File: src/hdl/oq_pkg.sv
// Shared types, codes and constants for the ordered queue with keyed removal.
package oq_pkg;

   localparam int DEFAULT_QUEUE_DEPTH = 16;
   localparam int DEFAULT_ID_BITS     = 16;

   // Fixed field widths of the stream payloads
   localparam int ACTION_W   = 2;
   localparam int PROC_ID_W  = 16;
   localparam int STATUS_W   = 2;
   localparam int REMOVED_W  = 16;
   localparam int COUNT_W    = 5;
   localparam int REQ_DATA_W = 24;
   localparam int RSP_DATA_W = 24;

   typedef enum logic [ACTION_W-1:0] {
      ACT_APPEND = 2'd0,
      ACT_POP    = 2'd1,
      ACT_REMOVE = 2'd2,
      ACT_NOP    = 2'd3
   } action_type;

   typedef enum logic [STATUS_W-1:0] {
      ST_DONE      = 2'd0,
      ST_EMPTY     = 2'd1,
      ST_NOT_FOUND = 2'd2,
      ST_FULL      = 2'd3
   } status_type;

   // Commands from controller to datapath
   typedef struct packed {
      logic       accept;
      logic       append;
      logic       pop_read;
      logic       pop_take;
      logic       scan_first;
      logic       scan_next;
      logic       hit;
      logic       shift;
      logic       drop;
      logic       set_status;
      status_type status;
      logic       load_out;
   } oq_cmd_type;

   // Status from datapath to controller
   typedef struct packed {
      action_type action;
      logic       empty;
      logic       full;
      logic       match;
      logic       last;
      logic       out_free;
   } oq_stat_type;

endpackage

File: src/hdl/oq_ram.sv
// Generic single-write, single-read RAM with registered read data.
module oq_ram #(
   parameter int WIDTH = 16,
   parameter int DEPTH = 16
) (
   input  logic                     clock,
   input  logic                     wr_en,
   input  logic [$clog2(DEPTH)-1:0] wr_addr,
   input  logic [WIDTH-1:0]         wr_data,
   input  logic                     rd_en,
   input  logic [$clog2(DEPTH)-1:0] rd_addr,
   output logic [WIDTH-1:0]         rd_data
);

   logic [WIDTH-1:0] mem_ff [DEPTH];
   logic [WIDTH-1:0] rd_data_ff;

   always_ff @(posedge clock) begin
      if (wr_en) begin
         mem_ff[wr_addr] <= wr_data;
      end
      if (rd_en) begin
         rd_data_ff <= mem_ff[rd_addr];
      end
   end

   assign rd_data = rd_data_ff;

endmodule

File: src/hdl/oq_ctrl.sv
// Controller state machine sequencing append, pop and keyed-removal transactions.
module oq_ctrl
   import oq_pkg::*;
(
   input  logic        clock,
   input  logic        reset,
   input  logic        req_tvalid,
   output logic        req_tready,
   input  oq_stat_type stat,
   output oq_cmd_type  cmd
);

   typedef enum logic [5:0] {
      S_IDLE     = 6'b000001,
      S_DISPATCH = 6'b000010,
      S_POPWAIT  = 6'b000100,
      S_SCAN     = 6'b001000,
      S_SHIFT    = 6'b010000,
      S_FINISH   = 6'b100000
   } state_type;

   state_type state_ff;
   state_type state_in;

   assign req_tready = (state_ff == S_IDLE);

   always_comb begin
      state_in = state_ff;
      cmd      = '0;
      cmd.status = ST_DONE;
      unique case (state_ff)
         S_IDLE: begin
            if (req_tvalid) begin
               cmd.accept = 1'b1;
               state_in   = S_DISPATCH;
            end
         end
         S_DISPATCH: begin
            state_in = S_FINISH;
            unique case (stat.action)
               ACT_APPEND: begin
                  if (stat.full) begin
                     cmd.set_status = 1'b1;
                     cmd.status     = ST_FULL;
                  end else begin
                     cmd.append = 1'b1;
                  end
               end
               ACT_POP: begin
                  if (stat.empty) begin
                     cmd.set_status = 1'b1;
                     cmd.status     = ST_EMPTY;
                  end else begin
                     cmd.pop_read = 1'b1;
                     state_in     = S_POPWAIT;
                  end
               end
               ACT_REMOVE: begin
                  if (stat.empty) begin
                     cmd.set_status = 1'b1;
                     cmd.status     = ST_EMPTY;
                  end else begin
                     cmd.scan_first = 1'b1;
                     state_in       = S_SCAN;
                  end
               end
               default: begin
                  state_in = S_FINISH;
               end
            endcase
         end
         S_POPWAIT: begin
            cmd.pop_take = 1'b1;
            state_in     = S_FINISH;
         end
         S_SCAN: begin
            if (stat.match) begin
               cmd.hit  = 1'b1;
               state_in = S_SHIFT;
            end else if (stat.last) begin
               cmd.set_status = 1'b1;
               cmd.status     = ST_NOT_FOUND;
               state_in       = S_FINISH;
            end else begin
               cmd.scan_next = 1'b1;
            end
         end
         S_SHIFT: begin
            // close the gap one entry a cycle, then drop the tail
            if (stat.last) begin
               cmd.drop = 1'b1;
               state_in = S_FINISH;
            end else begin
               cmd.shift = 1'b1;
            end
         end
         S_FINISH: begin
            if (stat.out_free) begin
               cmd.load_out = 1'b1;
               state_in     = S_IDLE;
            end
         end
         default: begin
            state_in = S_IDLE;
         end
      endcase
   end

   always_ff @(posedge clock) begin
      if (reset) begin
         state_ff <= S_IDLE;
      end else begin
         state_ff <= state_in;
      end
   end

endmodule

File: src/hdl/oq_datapath.sv
// Datapath: circular entry store, pointers, count, key compare and result register.
module oq_datapath
   import oq_pkg::*;
#(
   parameter int QUEUE_DEPTH = DEFAULT_QUEUE_DEPTH,
   parameter int ID_BITS     = DEFAULT_ID_BITS
) (
   input  logic                  clock,
   input  logic                  reset,
   input  logic [REQ_DATA_W-1:0] req_tdata,
   output logic                  rsp_tvalid,
   input  logic                  rsp_tready,
   output logic [RSP_DATA_W-1:0] rsp_tdata,
   input  oq_cmd_type            cmd,
   output oq_stat_type           stat
);

   localparam int AW = $clog2(QUEUE_DEPTH);
   localparam int CW = $clog2(QUEUE_DEPTH + 1);

   action_type          action_ff;
   logic [ID_BITS-1:0]  key_ff;
   status_type          status_ff;
   logic [ID_BITS-1:0]  removed_ff;
   logic [AW-1:0]       head_ff;
   logic [AW-1:0]       cur_ff;
   logic [AW-1:0]       idx_ff;
   logic [CW-1:0]       count_ff;
   logic                rsp_tvalid_ff;
   logic [RSP_DATA_W-1:0] rsp_tdata_ff;

   logic [ID_BITS+PROC_ID_W-1:0] key_wide;
   logic [ID_BITS-1:0]           key_in;
   logic [ID_BITS+REMOVED_W-1:0] removed_wide;
   logic [COUNT_W+CW-1:0]        count_wide;
   logic [AW-1:0]                head_nxt;
   logic [AW-1:0]                cur_nxt;
   logic [AW:0]                  cur_plus2;
   logic [AW-1:0]                cur_nxt2;
   logic [AW:0]                  tail_sum;
   logic [AW-1:0]                tail_addr;
   logic [CW-1:0]                idx_plus1;

   logic                wr_en;
   logic [AW-1:0]       wr_addr;
   logic [ID_BITS-1:0]  wr_data;
   logic                rd_en;
   logic [AW-1:0]       rd_addr;
   logic [ID_BITS-1:0]  rd_data;

   // Fit the 16-bit identifier field to the stored width
   assign key_wide     = {{ID_BITS{1'b0}}, req_tdata[ACTION_W +: PROC_ID_W]};
   assign key_in       = key_wide[ID_BITS-1:0];
   assign removed_wide = {{REMOVED_W{1'b0}}, removed_ff};
   assign count_wide   = {{COUNT_W{1'b0}}, count_ff};

   assign head_nxt  = (head_ff == AW'(QUEUE_DEPTH - 1)) ? '0 : head_ff + AW'(1);
   assign cur_nxt   = (cur_ff == AW'(QUEUE_DEPTH - 1)) ? '0 : cur_ff + AW'(1);
   assign cur_plus2 = {1'b0, cur_ff} + (AW+1)'(2);
   assign cur_nxt2  = (cur_plus2 >= (AW+1)'(QUEUE_DEPTH)) ?
                      AW'(cur_plus2 - (AW+1)'(QUEUE_DEPTH)) : AW'(cur_plus2);
   assign tail_sum  = {1'b0, head_ff} + (AW+1)'(count_ff);
   assign tail_addr = (tail_sum >= (AW+1)'(QUEUE_DEPTH)) ?
                      AW'(tail_sum - (AW+1)'(QUEUE_DEPTH)) : AW'(tail_sum);
   assign idx_plus1 = CW'(idx_ff) + CW'(1);

   // Store port selection
   always_comb begin
      wr_en   = 1'b0;
      wr_addr = tail_addr;
      wr_data = key_ff;
      rd_en   = 1'b0;
      rd_addr = cur_nxt;
      if (cmd.append) begin
         wr_en = 1'b1;
      end
      if (cmd.shift) begin
         wr_en   = 1'b1;
         wr_addr = cur_ff;
         wr_data = rd_data;
         rd_en   = 1'b1;
         rd_addr = cur_nxt2;
      end
      if (cmd.pop_read) begin
         rd_en   = 1'b1;
         rd_addr = head_ff;
      end
      if (cmd.scan_first) begin
         rd_en   = 1'b1;
         rd_addr = cur_ff;
      end
      if (cmd.scan_next || cmd.hit) begin
         rd_en   = 1'b1;
         rd_addr = cur_nxt;
      end
   end

   oq_ram #(
      .WIDTH (ID_BITS),
      .DEPTH (QUEUE_DEPTH)
   ) u_store (
      .clock   (clock),
      .wr_en   (wr_en),
      .wr_addr (wr_addr),
      .wr_data (wr_data),
      .rd_en   (rd_en),
      .rd_addr (rd_addr),
      .rd_data (rd_data)
   );

   // Control registers
   always_ff @(posedge clock) begin
      if (reset) begin
         head_ff       <= '0;
         count_ff      <= '0;
         rsp_tvalid_ff <= 1'b0;
      end else begin
         if (cmd.append) begin
            count_ff <= count_ff + CW'(1);
         end
         if (cmd.pop_take) begin
            head_ff  <= head_nxt;
            count_ff <= count_ff - CW'(1);
         end
         if (cmd.drop) begin
            count_ff <= count_ff - CW'(1);
         end
         if (cmd.load_out) begin
            rsp_tvalid_ff <= 1'b1;
         end else if (rsp_tready) begin
            rsp_tvalid_ff <= 1'b0;
         end
      end
   end

   // Per-transaction payload registers
   always_ff @(posedge clock) begin
      if (cmd.accept) begin
         action_ff  <= action_type'(req_tdata[ACTION_W-1:0]);
         key_ff     <= key_in;
         status_ff  <= ST_DONE;
         removed_ff <= '0;
         cur_ff     <= head_ff;
         idx_ff     <= '0;
      end
      if (cmd.set_status) begin
         status_ff <= cmd.status;
      end
      if (cmd.pop_take || cmd.hit) begin
         removed_ff <= rd_data;
      end
      if (cmd.scan_next || cmd.shift) begin
         cur_ff <= cur_nxt;
         idx_ff <= idx_ff + AW'(1);
      end
      if (cmd.load_out) begin
         rsp_tdata_ff <= {{(RSP_DATA_W - STATUS_W - REMOVED_W - COUNT_W){1'b0}},
                          count_wide[COUNT_W-1:0],
                          removed_wide[REMOVED_W-1:0],
                          status_ff};
      end
   end

   assign stat.action   = action_ff;
   assign stat.empty    = (count_ff == '0);
   assign stat.full     = (count_ff == CW'(QUEUE_DEPTH));
   assign stat.match    = (rd_data == key_ff);
   assign stat.last     = (idx_plus1 == count_ff);
   assign stat.out_free = !rsp_tvalid_ff || rsp_tready;

   assign rsp_tvalid = rsp_tvalid_ff;
   assign rsp_tdata  = rsp_tdata_ff;

endmodule

File: src/hdl/ordered_queue_with_keyed_removal_top.sv
// Top level of the ordered queue of identifiers with removal by key.
//
// Requests arrive on the req_ stream: tdata[1:0] is the action (append, pop,
// remove by id, or no operation) and tdata[17:2] the identifier. Each request
// gives one result on the rsp_ stream: tdata[1:0] status, tdata[17:2] the
// removed identifier (zero unless a pop or removal succeeded), tdata[22:18] the
// entry count afterwards. Entries live in a circular RAM with a head pointer.
// One request is worked at a time. An append writes at the tail; a pop reads
// the head entry and then takes it; a remove by id scans the entries one per
// cycle until a match or the last one, then closes the gap one entry per cycle
// through the single RAM read and write port. req_tready returns the cycle
// after the result is loaded, so the next request overlaps with the wait for
// rsp_tready: a stalled result sits in the output register while the next
// request is already taken and worked, and only its own result waits.
// Reset empties the queue and drops any pending result; entry contents need
// no clearing.
module ordered_queue_with_keyed_removal_top
   import oq_pkg::*;
#(
   parameter int QUEUE_DEPTH = DEFAULT_QUEUE_DEPTH,
   parameter int ID_BITS     = DEFAULT_ID_BITS
) (
   input  logic                  clock,
   input  logic                  reset,
   input  logic                  req_tvalid,
   output logic                  req_tready,
   input  logic [REQ_DATA_W-1:0] req_tdata,  // action[1:0], proc_id[17:2]
   output logic                  rsp_tvalid,
   input  logic                  rsp_tready,
   output logic [RSP_DATA_W-1:0] rsp_tdata   // status[1:0], removed_id[17:2],
                                             // entry_count[22:18]
);

   oq_cmd_type  cmd;
   oq_stat_type stat;

   oq_ctrl u_ctrl (
      .clock      (clock),
      .reset      (reset),
      .req_tvalid (req_tvalid),
      .req_tready (req_tready),
      .stat       (stat),
      .cmd        (cmd)
   );

   oq_datapath #(
      .QUEUE_DEPTH (QUEUE_DEPTH),
      .ID_BITS     (ID_BITS)
   ) u_datapath (
      .clock      (clock),
      .reset      (reset),
      .req_tdata  (req_tdata),
      .rsp_tvalid (rsp_tvalid),
      .rsp_tready (rsp_tready),
      .rsp_tdata  (rsp_tdata),
      .cmd        (cmd),
      .stat       (stat)
   );

   // Never write past a full queue
   assert property (@(posedge clock) disable iff (reset) cmd.append |-> !stat.full)
      else $error("append issued on a full queue");

   // Never drop an entry from an empty queue
   assert property (@(posedge clock) disable iff (reset) cmd.drop |-> !stat.empty)
      else $error("drop issued on an empty queue");

   // Never overwrite a result that has not been taken
   assert property (@(posedge clock) disable iff (reset) cmd.load_out |-> stat.out_free)
      else $error("result register overwritten");

   // One transaction in work at a time
   assert property (@(posedge clock) disable iff (reset)
      (req_tvalid && req_tready) |=> !req_tready)
      else $error("request accepted while another is in work");

endmodule
File: config.mk
export PLATFORM = sky130hd
export DESIGN_NAME = ordered_queue_with_keyed_removal_top
export DESIGN_NICKNAME = d
export VERILOG_FILES = /design/src/hdl/oq_pkg.sv /design/src/hdl/oq_ram.sv /design/src/hdl/oq_ctrl.sv /design/src/hdl/oq_datapath.sv /design/src/hdl/ordered_queue_with_keyed_removal_top.sv
export SDC_FILE = /design/constraint.sdc
export NUM_CORES = 1
export LEC_CHECK = 0
export BUFFER_PORTS_ARGS = -buffer_cell sky130_fd_sc_hd__buf_2
export CORE_MARGIN = 8
export CORE_UTILIZATION = 45
export CTS_BUF_LIST = sky130_fd_sc_hd__clkbuf_4 sky130_fd_sc_hd__clkbuf_8
export DETAILED_ROUTE_END_ITERATION = 8
export HOLD_SLACK_MARGIN = 0.03
export PLACE_DENSITY_LB_ADDON = 0.08
export SLEW_MARGIN = 10
export SYNTH_ARGS = -nofsm -noshare
export SYNTH_HDL_FRONTEND = slang
export SYNTH_HIERARCHICAL = 1
export SYNTH_SLANG_ARGS = --single-unit
export TNS_END_PERCENT = 1
File: constraint.sdc
create_clock -name clock -period 4.3 [get_ports clock]
set_input_delay 0.645 -clock clock [delete_from_list [all_inputs] [get_ports clock]]
set_output_delay 0.645 -clock clock [all_outputs]
set_load 0.005 [all_outputs]
# --- Yosys cells after proc, flatten, opt, wreduce, memory -nomap -nowiden ---
# Memories as Yosys holds them, arrays and structs flattened. A register that Yosys moved wholly into a read port is not among the register bits.
# Cells that the tools add are included.
op_classes:
  n_addsub: 10
  order_cmp: 2
  n_eq_ne: 15
  mux: 63
  reduce_logical: 14
ops:
  columns: ["cell", "count"]
  rows:
  - ["$mux W4", 13]
  - ["$mux W16", 3]
  - ["$mux W6", 6]
  - ["$pmux W6 S6", 1]
  - ["$mux W1", 25]
  - ["$eq A16 B16 Y1", 1]
  - ["$mux W5", 3]
  - ["$add A4 B1 Y4 const B", 3]
  - ["$mux W3", 4]
  - ["$pmux W3 S2", 2]
  - ["$pmux W6 S2", 1]
  - ["$ge A5 B5 Y1 const B", 2]
  - ["$mux W2", 5]
  - ["$eq A4 B4 Y1 const B", 2]
  - ["$reduce_bool A2 Y1", 4]
  - ["$sub A4 B1 Y4 const B", 2]
  - ["$eq A6 B1 Y1 const B", 1]
  - ["$eq A6 B2 Y1 const B", 1]
  - ["$eq A6 B3 Y1 const B", 1]
  - ["$eq A6 B4 Y1 const B", 1]
  - ["$eq A6 B5 Y1 const B", 1]
  - ["$eq A6 B6 Y1 const B", 1]
  - ["$add A4 B1 Y5 const B", 1]
  - ["$add A4 B2 Y5 const B", 1]
  - ["other kinds (15)", 19]
word_totals:
  ff_bits: 83
  mem_bits_rw: 256
  inputBits: 28
  output_inout_bits: 26
  wordCells: 116
  n_memories: 1
mem_list:
  columns: ["name", "depth", "word_bits", "read_ports", "rd_ports_with_merged_regs", "wr", "line", "text"]
  rows:
  - ["u_datapath.u_store.mem_ff", 16, 16, 1, 1, 1, "oq_ram.sv:15", "logic [WIDTH-1:0] mem_ff [DEPTH];"]

# --- Logic depth before layout (Yosys ltp) ---
# Gate-level depths: netlist of run 1.
logic_depth:
  depth_word: 8
  depth_mapped: 16
  mapped_depth_nobuf: 13

# --- Hierarchy ---
# Netlist of run 1, hierarchy kept.
modules_own_cells:
  columns: ["module", "n_inst", "cells_per_inst", "area_each_um2", "seq_area_each_um2"]
  rows:
  - ["oq_ram", 1, 432, 10202.3, 8167.8]
  - ["oq_datapath", 1, 274, 3627.2, 2212.1]
  - ["oq_ctrl", 1, 65, 558.0, 120.1]

# --- Least setup slack after synthesis of run 1 ---
# No wires, ideal clock.
synth_path:
  path_type: "register -> register"
  startpoint: "reg u_datapath.idx_ff[0]"
  endpoint: "mem u_datapath.u_store.mem_ff[0][0], enable pin"
  setup_ps: 409
  arrival_time_ps: 3915
  required_ps: 3891
  path_slack_ps: -25
  stages_incl_launch_ff: 13
  n_path_buf: 2
  synth_period_minus_slack_ps: 4325
  cell_sequence: "edfxtp_1 > ha_1 > o21ba_2 > a221oi_1 > a21oi_1 > nor4_1 > nor2_1 > buf_2 > buf_2 > nand2_1 > o21ai_0 > or3b_2 > nor3_1"
synth_rtl:
  columns: ["item", "line", "text"]
  rows:
  - ["start, declared", "oq_datapath.sv:27", "logic [AW-1:0] idx_ff;"]
  - ["start signal, assigned", "oq_datapath.sv:154", "idx_ff <= idx_ff + AW'(1);"]
  - ["end, declared", "oq_ram.sv:15", null]

==> results of run 1 <==
## worst paths after layout
path              cells past startpoint                              to                      from  slack (ps)
setup reg to reg                     16  u_datapath/u_store/rd_data[10]      u_datapath/idx_ff[0]         270
hold reg to reg                       0         u_datapath/rsp_tdata[9]  u_datapath/removed_ff[7]         420
setup / recovery                     16  u_datapath/u_store/rd_data[10]      u_datapath/idx_ff[0]         270
hold / removal                        1           u_datapath/key_ff[12]             req_tdata[14]         220
## sequential cells by signal, summed over array words and instances, names as in the netlist
signal and cells:
u_datapath/u_store/mem_ff 256, u_datapath/rsp_tdata 23, u_datapath/key_ff 16, u_datapath/removed_ff 16, u_datapath/u_store/rd_data 16, u_ctrl/state_ff 6
u_datapath/count_ff 5, u_datapath/cur_ff 4, u_datapath/head_ff 4, u_datapath/idx_ff 4, u_datapath/action_ff 2, u_datapath/status_ff 2
u_datapath/rsp_tvalid 1
## logic make-up (layout without fill, tap and decap cells)
logic type | count (synthesis) | after routing | synth area share (%)
AO/OA/AOI/OAI | 82 | 82 | 4.113
XOR/XNOR | 32 | 32 | 1.948
adder cells (fa/ha/maj) | 14 | 14 | 1.270
buffers and inverters | 43 | 211 | 1.539
flip-flops | 355 | 355 | 72.98
multiplexers | 88 | 88 | 12.12
other | 1 | 1 | 0.02606
AND/OR/NAND/NOR | 156 | 156 | 6.000
## worst register-to-register path: cells and delay by family (launching register included)
| kind | cells | cell delay (ps) |
|---|---|---|
| AO/OA/AOI/OAI | 7 | 1430 |
| adder cells (fa/ha/maj) | 1 | 280 |
| buffers and inverters | 3 | 580 |
| flip-flops | 1 | 440 |
| multiplexers | 1 | 440 |
| AND/OR/NAND/NOR | 4 | 630 |
## per-stage QoR
stage                     instance area, um2  instances  utilization (%)
after floorplan                        14390        771                -
after global placement                 15360       1233            48.67
after detailed placement               15360       1233            48.67
after CTS                              16480       1335            52.22
after global routing                   16540       1341            52.40
final                                  16540       1341            52.40
## synth_stat cells, types with 12 or more instances
master	number
ha_1	13
nand2_1	27
nor2b_1	20
edfxtp_1	339
a21oi_1	12
xnor2_1	21
clkbuf_1	13
a22oi_1	34
mux2_2	20
dfxtp_1	16
mux4_2	54
nor2_1	36
## power breakdown
part           internal, W  total [W]  switching [W]
clock network      0.00154    0.00282        0.00129
logic             0.000239   0.000569       0.000331
registers          0.00387    0.00390      0.0000300
## what timing repair did
action / CTS / global route
hold endpoints to repair: 0 / 0
setup endpoints to repair: 0 / 3
buffers inserted: 0 / 6
## area by class of cell
| class | count | share of cell area [%] |
|---|---|---|
| clock inverter | 26 | 1.127 |
| inverter | 11 | 0.2497 |
| timing repair buffer | 98 | 4.056 |
| clock buffer | 76 | 5.645 |
| tap | 402 | 3.042 |
| multi-input combinational | 373 | 22.38 |
| sequential | 355 | 63.50 |
## per-layer routing
metal	part of all wire, %	global-route usage [%]	wire (um)	up-vias
li1	-	-	-	3352
met1	46	23.22	14700	3805
met2	46	26.28	14600	219
met3	5.6	3.748	1792	66
met4	2.4	5.081	753	0
met5	0	0	0	-
==> out/results.ini, run 1 <==
[run_status]
status=finished clean

[global_route]
grt_usage_pct=16.77
grt_max_degree=28
grt-ovfl-total=0
grt_pass1_vias=7860
antenna_found_initial=0
grt_pass1_wl_um=48300

[flow_run]
drv_cap=0

[floorplanning]
pin_count=54
die_y_um=194.8
initial_core_util_pct=45.59
die_width_um=194.8
rows=65
die-area_um2=37950
core_area_um2=31560

[routing]
viasPerCell=5.550
vias=7442
drt-initial-drc-count=461
drc=0
postRouteAntennaNets=0
drt_pre_antenna_iters=5
wl_per_cell_um=23.74
routed_wirelength_um=31840

[layout]
final_common_cell=edfxtp_1
final_cell_mix=edfxtp_1, clkbuf_8, mux4_2
multi_input_area_um2=3701
register_area_um2=10500
antenna_cells=0
n_fill_cell=2516
num-nets-final=938
areaGrowthSynthToFinish_pct=14.93
drive_above_1_share_pct=30.24

[sta]
setup_viol=0
post-route-min-period_ps=4027
hold_ws_ps=215.4
layout_setup_ws_ps=273.2
slew_viol_final=0
worst_pin_slew_ps=1131
final_hold_viol_count=0
fin_tns_setup_ps=0
clock.fmax_ghz=0.2483
final.setup_skew_ps=38.78
period_share_pct=93.65
slew_headroom_pct=24.51
rsz0062_at_grt=false

[clock_network]
cts.htree.levels=2
cts_sinks=355
root_buffer=clkbuf_8
holdBufCountCts=0
cts_buffers=57
clock_latency_ps=600
cts_buffer_depth=3
cts_tree=built
cts_resized=0
clk_pin_slew_worst_paths_ps=60

[power_and_ir_drop]
vdd_drop_max_uv=236.1
p_leak_nw=5.578
p_per_area_nw_per_um2=440.8
fin_total_pwr_w=0.007289

[critical_path]
critPathSlowestCell=edfxtp_1
crit_arrival_ps=4360
cp-end-kind=register
cpPeakStageDelay_ps=440
crit_chain=ha_1 -> o21ba_2 -> a221oi_1 -> a21oi_1 -> nor4_1 -> buf_4 -> nor2_2 -> nor2b_1 -> o21ai_0 -> o21ai_0 -> a22o_4 -> buf_4 -> buf_4 -> mux4_1 -> a22oi_1 -> nand2_1
start_kind=register
critPathTopFamily=compound AO/OA/AOI/OAI gates
crit_type=reg -> reg
path_buf_inv=3
required_ps=4630
critPathMaxFanout=8
crit_path_frequent_cell=buf_4

[hold_path]
hold_class=in -> reg

[place]
dp_hpwl_um=20000
portBuffers=46
gp_congestion=0.8692
post-place-ws_ps=193.0

[logic_synthesis]
async_flop_share_pct=0
synth-edff-count=339
synth.distinct_cells=69
synth_area_um2=14390
synth_seq_cells=355
yosys.area.top_type_share_pct=70.75
synth_area_leader_cell=edfxtp_1
synth_nets=813
syn_area_per_cell_um2=18.66
synth.top_cells.by_area=edfxtp_1, mux4_2, dfxtp_1
yosysSeqAreaShare_pct=72.98
synth_cells=771
yosys_warnings=6
synth-main-ff-cell=edfxtp_1

(Power assumes the default switching activity.)
==> run 2: changes to the inputs <==
- CELL_PAD_IN_SITES_DETAIL_PLACEMENT: default -> 0
- CELL_PAD_IN_SITES_GLOBAL_PLACEMENT: default -> 1
- clock period: 4.3 -> 4 ns (I/O delays scaled with it)
==> out/results.ini, run 2 (same netlist as run 1, synthesis figures left out) <==
[critical_path]
cp-end-kind=register  ; unchanged
crit_type=reg -> reg  ; unchanged
start_kind=register  ; unchanged
critPathMaxFanout=6  ; was 8
crit_chain=ha_2 -> xnor2_1 -> a221oi_1 -> a21oi_1 -> nor4_2 -> buf_4 -> nor3b_2 -> nor2_2 -> a31oi_1 -> o21ai_0 -> a221o_2 -> buf_4 -> mux4_2 -> a22oi_1 -> nand2_1  ; was ha_1 -> o21ba_2 -> a221oi_1 -> a21oi_1 -> nor4_1 -> buf_4 -> nor2_2 -> nor2b_1 -> o21ai_0 -> o21ai_0 -> a22o_4 -> buf_4 -> buf_4 -> mux4_1 -> a22oi_1 -> nand2_1
crit_path_frequent_cell=buf_4  ; unchanged
crit_arrival_ps=4120  ; was 4360 ps
path_buf_inv=2  ; was 3
reg2reg_from=u_datapath/idx_ff[0]  ; unchanged
critPathSlowestCell=a221o_2  ; was edfxtp_1
critPathTopFamily=compound AO/OA/AOI/OAI gates  ; unchanged
cpPeakStageDelay_ps=460  ; was 440 ps
required_ps=4300  ; was 4630 ps
cp-startpoint=u_datapath/idx_ff[0]  ; unchanged

[place]
portBuffers=46  ; unchanged
gp_congestion=0.7886  ; was 0.8692
place_inst=1256  ; was 1233
dp_hpwl_um=21770  ; was 20000 um

[floorplanning]
die_y_um=194.8  ; unchanged
initial_core_util_pct=45.59  ; unchanged
die-area_um2=37950  ; unchanged
rows=65  ; unchanged
core_area_um2=31560  ; unchanged
die_width_um=194.8  ; unchanged
pin_count=54  ; unchanged

[sta]
clock.fmax_ghz=0.2614  ; was 0.2483 GHz
slew_viol_final=0  ; unchanged
rsz0062_at_grt=true  ; was false
worst_pin_slew_ps=1009  ; was 1131 ps
post-route-min-period_ps=3826  ; was 4027 ps
period_share_pct=95.65  ; was 93.65%
slew_headroom_pct=32.52  ; was 24.51%
final.setup_skew_ps=42.08  ; was 38.78 ps
setup_viol=0  ; unchanged
final_hold_viol_count=0  ; unchanged

[global_route]
grt_usage_pct=17.64  ; was 16.77%
grt_pass1_wl_um=50400  ; was 48300 um
grt_max_degree=29  ; was 28
grt_pass1_vias=7967  ; was 7860
antenna_found_initial=0  ; unchanged
grt-ovfl-total=0  ; unchanged

[power_and_ir_drop]
p_leak_nw=5.695  ; was 5.578 nW
p_per_area_nw_per_um2=468.6  ; was 440.8 nW/um2
fin_total_pwr_w=0.007853  ; was 0.007289 W
vdd_drop_max_uv=291.0  ; was 236.1 uV

[flow_run]
drv_cap=0  ; unchanged

[layout]
drive_above_1_share_pct=33.13  ; was 30.24%
antenna_cells=0  ; unchanged
instances_no_fill=1365  ; was 1341
final_cell_mix=edfxtp_1, buf_4, clkbuf_8  ; was edfxtp_1, clkbuf_8, mux4_2
areaGrowthSynthToFinish_pct=16.50  ; was 14.93%
largest_reg_flops=256  ; unchanged
num-nets-final=959  ; was 938
n_fill_cell=2540  ; was 2516
multi_input_area_um2=3754  ; was 3701 um2
final_util_pct=53.12  ; was 52.40%
top_register=u_datapath/u_store/mem_ff  ; unchanged
register_area_um2=10500  ; unchanged
final_common_cell=edfxtp_1  ; unchanged

[hold_path]
hold_start=req_tdata[7]  ; was req_tdata[14]
hold_class=in -> reg  ; unchanged

[clock_network]
cts.htree.levels=2  ; unchanged
cts_buffer_depth=3  ; unchanged
cts_sinks=355  ; unchanged
clock_latency_ps=610  ; was 600 ps
cts_buffers=59  ; was 57
root_buffer=clkbuf_8  ; unchanged
holdBufCountCts=0  ; unchanged
clk_pin_slew_worst_paths_ps=60  ; about the same
cts_tree=built  ; unchanged

[routing]
drt-initial-drc-count=479  ; was 461
drc=0  ; unchanged
routed_wirelength_um=33390  ; was 31840 um
wl_per_cell_um=24.46  ; was 23.74 um
drt_pre_antenna_iters=5  ; unchanged
vias=7607  ; was 7442
postRouteAntennaNets=0  ; unchanged
viasPerCell=5.573  ; was 5.550

[run_status]
status=finished clean  ; unchanged

-- run 2: changes by cell type in the layout (fill, tap and decap cells not counted), moves of 2 or more --
cell / delta
buf_4: +17
a22oi_1: -6
a22oi_2: +6
clkbuf_4: +4
clkinv_2: +2
clkinvlp_4: +2
nor4_1: -2
nor4_2: +2
o21ai_0: -2
o21ai_1: +2
-- run 2: worst register-to-register path, cell delays in order, from the launching register on --
cell	delay, ps
edfxtp_1	430
ha_2	240
xnor2_1	190
a221oi_1	100
a21oi_1	170
nor4_2	70
buf_4	150
nor3b_2	350
nor2_2	120
a31oi_1	200
o21ai_0	100
a221o_2	460
buf_4	210
mux4_2	280
a22oi_1	290
nand2_1	180
-- run 2: power breakdown --
part / internal [W] / leakage (nW) / switching, W
registers: 0.00416 / 3.21 / 0.0000283
clock network: 0.00164 / 0.598 / 0.00140
logic: 0.000266 / 1.89 / 0.000360
-- run 2: final timing paths --
kind / end / slack, ps / cells past startpoint
worst max-delay path: u_datapath/u_store/rd_data[2] / 170 / 15
worst min-delay path: u_datapath/key_ff[5] / 180 / 1
worst max register to register: u_datapath/u_store/rd_data[2] / 170 / 15
worst min register to register: u_datapath/rsp_tdata[13] / 410 / 0
-- run 2: layer usage --
metal / up-vias / global-route usage, % / wire [um]
met5: - / 0 / 0
met4: 0 / 4.829 / 599
met3: 52 / 3.800 / 2194
met2: 245 / 28.58 / 15910
met1: 3912 / 23.90 / 14680
li1: 3398 / - / -
-- run 2: final cells by class --
class	count	area share (%)
Clock buffer	81	5.830
Clock inverter	26	0.9107
Inverter	11	0.2463
Multi-Input combinational cell	373	22.39
Sequential cell	355	62.65
Tap cell	402	3.001
Timing Repair Buffer	117	4.972
-- run 2: repair_timing --
action | 4_1_cts | 5_1_grt
buffers inserted | 0 | 1
gates resized for setup | 2 | 11
endpoints found under the setup margin | 4 | 57
pin swaps | 0 | 2
-- run 2: per-stage QoR --
| stage | cell area [um2] | setup TNS (ps) | worst slack [ps] | hold WS (ps) |
|---|---|---|---|---|
| floorplan | 14390 | -2926 | -78.64 | 400.3 |
| global placement | 15560 | -23.07 | -17.03 | 402.3 |
| detailed placement | 15560 | -21.80 | -14.35 | 404.5 |
| CTS | 16690 | 0 | 5.282 | 135.2 |
| global route | 16760 | 0 | 20.43 | 148.1 |
| finish | 16760 | 0 | 174.1 | 177.2 |
